### src/rtl/spfp_pkg.sv
// Types, widths and constants shared by the stereo pan block
`timescale 1ns / 1ps
`default_nettype none

package spfp_pkg;

  localparam int COORD_WIDTH  = 16;
  localparam int CORDIC_STEPS = 16;
  localparam int TAB_LEN      = 24;

  // wide coordinates are scaled back to 16-bit product size
  localparam int SHIFT  = (COORD_WIDTH > 16) ? (COORD_WIDTH - 16) : 0;
  localparam int DIFF_W = COORD_WIDTH + 1;
  localparam int PROD_W = 2 * DIFF_W;
  localparam int SUM_W  = PROD_W + 1;
  localparam int CW     = SUM_W + 2;
  localparam int ZW     = 33;
  localparam int ACC_W  = 40;

  localparam int ST_CORDIC0 = 3;
  localparam int ST_CLAMP   = ST_CORDIC0 + CORDIC_STEPS;
  localparam int ST_OUT     = ST_CLAMP + 1;
  localparam int NSTAGE     = ST_OUT + 1;

  typedef logic signed [COORD_WIDTH-1:0] coord_t;
  typedef logic signed [DIFF_W-1:0]      diff_t;
  typedef logic signed [PROD_W-1:0]      prod_t;
  typedef logic signed [SUM_W-1:0]       sum_t;
  typedef logic signed [CW-1:0]          xy_t;
  typedef logic signed [ZW-1:0]          ang_t;
  typedef logic [7:0]                    pan_t;

  typedef struct packed {
    logic degenerate;
    logic det_zero;
    logic dot_zero;
    logic det_neg;
  } flags_t;

  // a quarter turn in binary angle units, full turn = 2^32
  localparam ang_t ANG_QUARTER = 33'sd1073741824;
  localparam ang_t NEG_QUARTER = -33'sd1073741824;
  localparam pan_t PAN_CENTER  = 8'd128;

  // round(atan(2^-i) * 2^32 / (2*pi))
  localparam logic [31:0] ATAN_TAB [TAB_LEN] = '{
    32'h20000000, 32'h12E4051E, 32'h09FB385B, 32'h051111D4,
    32'h028B0D43, 32'h0145D7E1, 32'h00A2F61E, 32'h00517C55,
    32'h0028BE53, 32'h00145F2F, 32'h000A2F98, 32'h000517CC,
    32'h00028BE6, 32'h000145F3, 32'h0000A2FA, 32'h0000517D,
    32'h000028BE, 32'h0000145F, 32'h00000A30, 32'h00000518,
    32'h0000028C, 32'h00000146, 32'h000000A3, 32'h00000051
  };

endpackage

`default_nettype wire

### src/rtl/spfp_front.sv
// Front stages: direction vectors, products, dot and cross terms
`timescale 1ns / 1ps
`default_nettype none

module spfp_front (
  input  logic              clk_i,
  input  logic [2:0]        en_i,
  input  spfp_pkg::coord_t  listener_x_i,
  input  spfp_pkg::coord_t  listener_z_i,
  input  spfp_pkg::coord_t  look_x_i,
  input  spfp_pkg::coord_t  look_z_i,
  input  spfp_pkg::coord_t  source_x_i,
  input  spfp_pkg::coord_t  source_z_i,
  output spfp_pkg::xy_t     x_o,
  output spfp_pkg::xy_t     y_o,
  output spfp_pkg::flags_t  flags_o
);
  import spfp_pkg::*;

  diff_t  dx, dz, vx, vz;
  logic   deg_d;
  diff_t  dx_q, dz_q, vx_q, vz_q;
  logic   deg1_q;
  prod_t  p_xx_d, p_zz_d, p_xz_d, p_zx_d;
  prod_t  p_xx_q, p_zz_q, p_xz_q, p_zx_q;
  logic   deg2_q;
  sum_t   dot, det, dot_abs;
  xy_t    x_d, y_d, x_q, y_q;
  flags_t flags_d, flags_q;

  // stage 1: direction vectors and zero-length test
  always_comb begin
    dx    = diff_t'(listener_x_i) - diff_t'(look_x_i);
    dz    = diff_t'(listener_z_i) - diff_t'(look_z_i);
    vx    = diff_t'(listener_x_i) - diff_t'(source_x_i);
    vz    = diff_t'(listener_z_i) - diff_t'(source_z_i);
    deg_d = ((dx == '0) && (dz == '0)) || ((vx == '0) && (vz == '0));
  end

  always_ff @(posedge clk_i) begin
    if (en_i[0]) begin
      dx_q   <= dx >>> SHIFT;
      dz_q   <= dz >>> SHIFT;
      vx_q   <= vx >>> SHIFT;
      vz_q   <= vz >>> SHIFT;
      deg1_q <= deg_d;
    end
  end

  // stage 2: four products
  always_comb begin
    p_xx_d = prod_t'(dx_q) * prod_t'(vx_q);
    p_zz_d = prod_t'(dz_q) * prod_t'(vz_q);
    p_xz_d = prod_t'(dx_q) * prod_t'(vz_q);
    p_zx_d = prod_t'(dz_q) * prod_t'(vx_q);
  end

  always_ff @(posedge clk_i) begin
    if (en_i[1]) begin
      p_xx_q <= p_xx_d;
      p_zz_q <= p_zz_d;
      p_xz_q <= p_xz_d;
      p_zx_q <= p_zx_d;
      deg2_q <= deg1_q;
    end
  end

  // stage 3: dot and determinant, fold angles behind the listener forward
  always_comb begin
    dot     = sum_t'(p_xx_q) + sum_t'(p_zz_q);
    det     = sum_t'(p_xz_q) - sum_t'(p_zx_q);
    dot_abs = dot[SUM_W-1] ? -dot : dot;
    x_d     = xy_t'(dot_abs);
    y_d     = xy_t'(det);
    flags_d.degenerate = deg2_q;
    flags_d.det_zero   = (det == '0);
    flags_d.dot_zero   = (dot == '0);
    flags_d.det_neg    = det[SUM_W-1];
  end

  always_ff @(posedge clk_i) begin
    if (en_i[2]) begin
      x_q     <= x_d;
      y_q     <= y_d;
      flags_q <= flags_d;
    end
  end

  assign x_o     = x_q;
  assign y_o     = y_q;
  assign flags_o = flags_q;

endmodule

`default_nettype wire

### config.mk
export PLATFORM = sky130hd
export DESIGN_NAME = spfp_front
export DESIGN_NICKNAME = d
export VERILOG_FILES = /design/src/rtl/spfp_pkg.sv /design/src/rtl/spfp_front.sv
export SDC_FILE = /design/constraint.sdc
export NUM_CORES = 2
export LEC_CHECK = 0
export BUFFER_PORTS_ARGS = -buffer_cell sky130_fd_sc_hd__buf_4
export CAP_MARGIN = 40
export CORE_ASPECT_RATIO = 0.5
export CORE_UTILIZATION = 30
export DETAILED_ROUTE_END_ITERATION = 6
export GPL_ROUTABILITY_DRIVEN = 0
export SKIP_CTS_REPAIR_TIMING = 1
export SYNTH_ARGS = -nofsm -noshare
export SYNTH_HDL_FRONTEND = slang
export SYNTH_SLANG_ARGS = --single-unit
### constraint.sdc
create_clock -name clk_i -period 7.9 [get_ports clk_i]
set_input_delay 1.58 -clock clk_i [delete_from_list [all_inputs] [get_ports clk_i]]
set_output_delay 1.58 -clock clk_i [all_outputs]
set_load 0.05 [all_outputs]
==> flow_summary.yaml <==
yosys:
  synth_ff_type: "edfxtp_1"
  synth_area_um2: 59100
  ys_seq_area_share_pct: 14.2
  synth-seq-cells: 279
  syn_nets: 7893
  synth_area_leaders: "fa_1, edfxtp_1, ha_1"
  ys_async_sr_fraction_pct: 0
  yosys.area.top_type_share_pct: 40.3
  synth_edf_count: 279
  syn_inst: 6130
  synthDistinctLibCells: 87
  yosys.area.top_type: "fa_1"
  yosys_warnings: 0
  syn-mean-instance-area_um2: 9.64
routing:
  first_pass_iters: 6
  drc: 0
  vias: 41700
  wire_per_inst_um: 17.6
  drtIter0Drc: 2900
  viasPerCell: 4.67
  ant_nets: 0
  routed_wl_um: 157000
placed_design:
  placed_area_um2: 64400
  dp_hpwl_um: 131000
  port_buffers: 177
sta:
  max_slew.worst_pin.slew_ns: 0.898
  fin_tns_setup_ns: 0
  fmax_mhz: 133
  maxSlewHeadroom_pct: 38.6
  fin_skew_ns: 0.0587
  rsz0062_at_grt: "false"
  period_needed_ns: 7.50
  post-route-period-util_pct: 94.9
  drv_slew: 0
  setup_violations: 0
  hold_viol_final: 0
worst_setup_path:
  critPathArrivalTime_ns: 7.88
  cp-start-kind: "register"
  cp-end-kind: "register"
  path_max_fanout: 15
  critical_path_class: "reg2reg"
  critPathRequiredTime_ns: 8.28
final_layout:
  area_growth_pct: 11.2
  nets: 8063
  design_area_um2: 65700
  nFillCells: 19900
  diodes: 0
  drive_above_1_share_pct: 7.09
global_routing:
  globalRouteOverflowTotal: 0
  grt_pass1_vias: 43200
  grt_antenna_before_repair: 17
  grt_use_total_pct: 16.1
  grt_max_degree: 75
  grt_pass1_wl_um: 249000
status:
  status: "completed"
die:
  pin_count: 178
  die_h_um: 316
  design.die.area_um2: 199000
  initial_utilization_pct: 30.4
  rows: 114
  die_w_um: 630
  core_um2: 194000
min_path:
  hold_class: "reg2reg"
clocking:
  root_buffer: "clkbuf_16"
  numCtsBuffers: 38
  numClockSinks: 279
  clock_latency_ns: 0.65
  clkTransAtPathRegs_ns: 0.06
  htree_num_levels: 2
  clk_path_buf_depth: 3
  cts_tree: "done"
job:
  drv_cap: 0
==> sequential cells by signal, indices dropped and copies added (netlist names) <==
signal / flops
vx_q: 17
flags_o: 3
p_xx_q: 34
x_o: 35
y_o: 35
deg2_q: 1
dz_q: 17
p_xz_q: 34
vz_q: 17
p_zx_q: 34
deg1_q: 1
p_zz_q: 34
dx_q: 17
==> synthesized netlist by cell type, types with 46 or more instances <==
master and number:
xnor2_1 213, inv_1 1395, a21oi_1 162, edfxtp_1 279
o21ai_0 107, nand2_1 613, nor2_1 203, xor2_1 48
and2_1 589, clkbuf_1 215, o21a_1 49, ha_1 473
a21o_1 73, fa_1 1190, nand3_1 46, nor3_1 51
==> worst max-delay path, cell delays in order (launching register included) <==
cell,delay (ns)
edfxtp_1,0.91
nand2_1,0.17
fa_1,0.52
fa_1,0.51
fa_1,0.51
inv_1,0.05
fa_1,0.49
fa_1,0.50
inv_1,0.05
fa_1,0.47
inv_1,0.04
ha_1,0.35
a21o_1,0.20
a21o_1,0.20
a21o_1,0.19
o21a_1,0.18
a211oi_1,0.23
buf_4,0.18
o21ai_0,0.14
a21oi_1,0.30
o21ai_0,0.27
nor4_1,0.24
nor2_1,0.15
a211oi_1,0.27
xnor2_1,0.11
==> path summary, 6_finish.rpt <==
kind	endpoint	slack [ns]	start	cells past startpoint
setup reg to reg	p_zz_q[33]	0.40	vz_q[3]	24
hold reg to reg	flags_o[3]	0.42	deg2_q	0
setup / recovery	p_zz_q[33]	0.40	vz_q[3]	24
hold / removal	flags_o[3]	0.42	deg2_q	0
==> layer usage <==
| metal | wire length (um) | track usage (%) | up-vias |
|---|---|---|---|
| met3 | 10300 | 2.53 | 178 |
| met5 | 78 | 0 | - |
| met1 | 71500 | 22.7 | 21400 |
| li1 | - | - | 19100 |
| met2 | 70400 | 25.8 | 1083 |
| met4 | 4690 | 4.58 | 12 |
==> cells by family (layout without fill, tap and decap cells) <==
group                      Yosys count  count (layout)  synth area share (%)
AOI/OAI and AO/OA                  600             600                  6.65
xor gates and xnor gates           262             262                  3.90
buffers and inverters             1620            1819                  10.3
adders and majority gates         1663            1663                  50.3
muxes                                3               3                0.0551
DFF                                279             279                  14.2
and+or+nand+nor                   1703            1703                  14.6
==> area by class of cell <==
class	count	area (um2)	area share, %
multi-input combinational	4231	44600	67.9
tap	2610	3270	4.97
timing repair buffer	353	2920	4.44
clock inverter	28	338	0.514
clock buffer	41	962	1.46
inverter	1397	5240	7.98
sequential	279	8380	12.7
==> metrics by stage <==
stage	setup WS (ns)	util, %	hold WS (ns)	std cells
after floorplan	1.11	-	0.400	6130
after global placement	0.473	33.0	0.406	8855
after detailed placement	0.514	33.1	0.408	8868
after CTS	0.437	33.8	0.422	8937
after global routing	0.00809	33.8	0.444	8939
final	0.402	33.8	0.421	8939
==> cell usage in the layout (no fill, tap or decap), drive strengths merged, types with 7 or more instances in the layout <==
cell	netlist	layout
a31oi	19	19
clkinv	2	16
o211ai	9	9
nand2	613	613
clkbuf	215	42
nor3b	10	10
o22ai	9	9
and4	7	7
a211oi	22	22
buf	8	352
xnor2	214	214
a31o	10	10
nor4	10	10
inv	1395	1402
a21oi	164	164
nor3	53	53
o21a	50	50
xor2	48	48
edfxtp	279	279
and2	589	589
nand2b	43	43
and3	20	20
or2	9	9
a2111oi	10	10
nor2b	37	37
nand3	46	46
o21bai	39	39
o31ai	13	13
or3	24	24
o31a	7	7
fa	1190	1190
ha	473	473
nand4	10	10
o21ai	113	113
a21boi	15	15
a21o	73	73
nor2	203	203
o2111ai	7	7
Power is left out: the tool's default activity adds up to more than one toggle a clock period on the data nets, which glitch-free logic cannot reach.
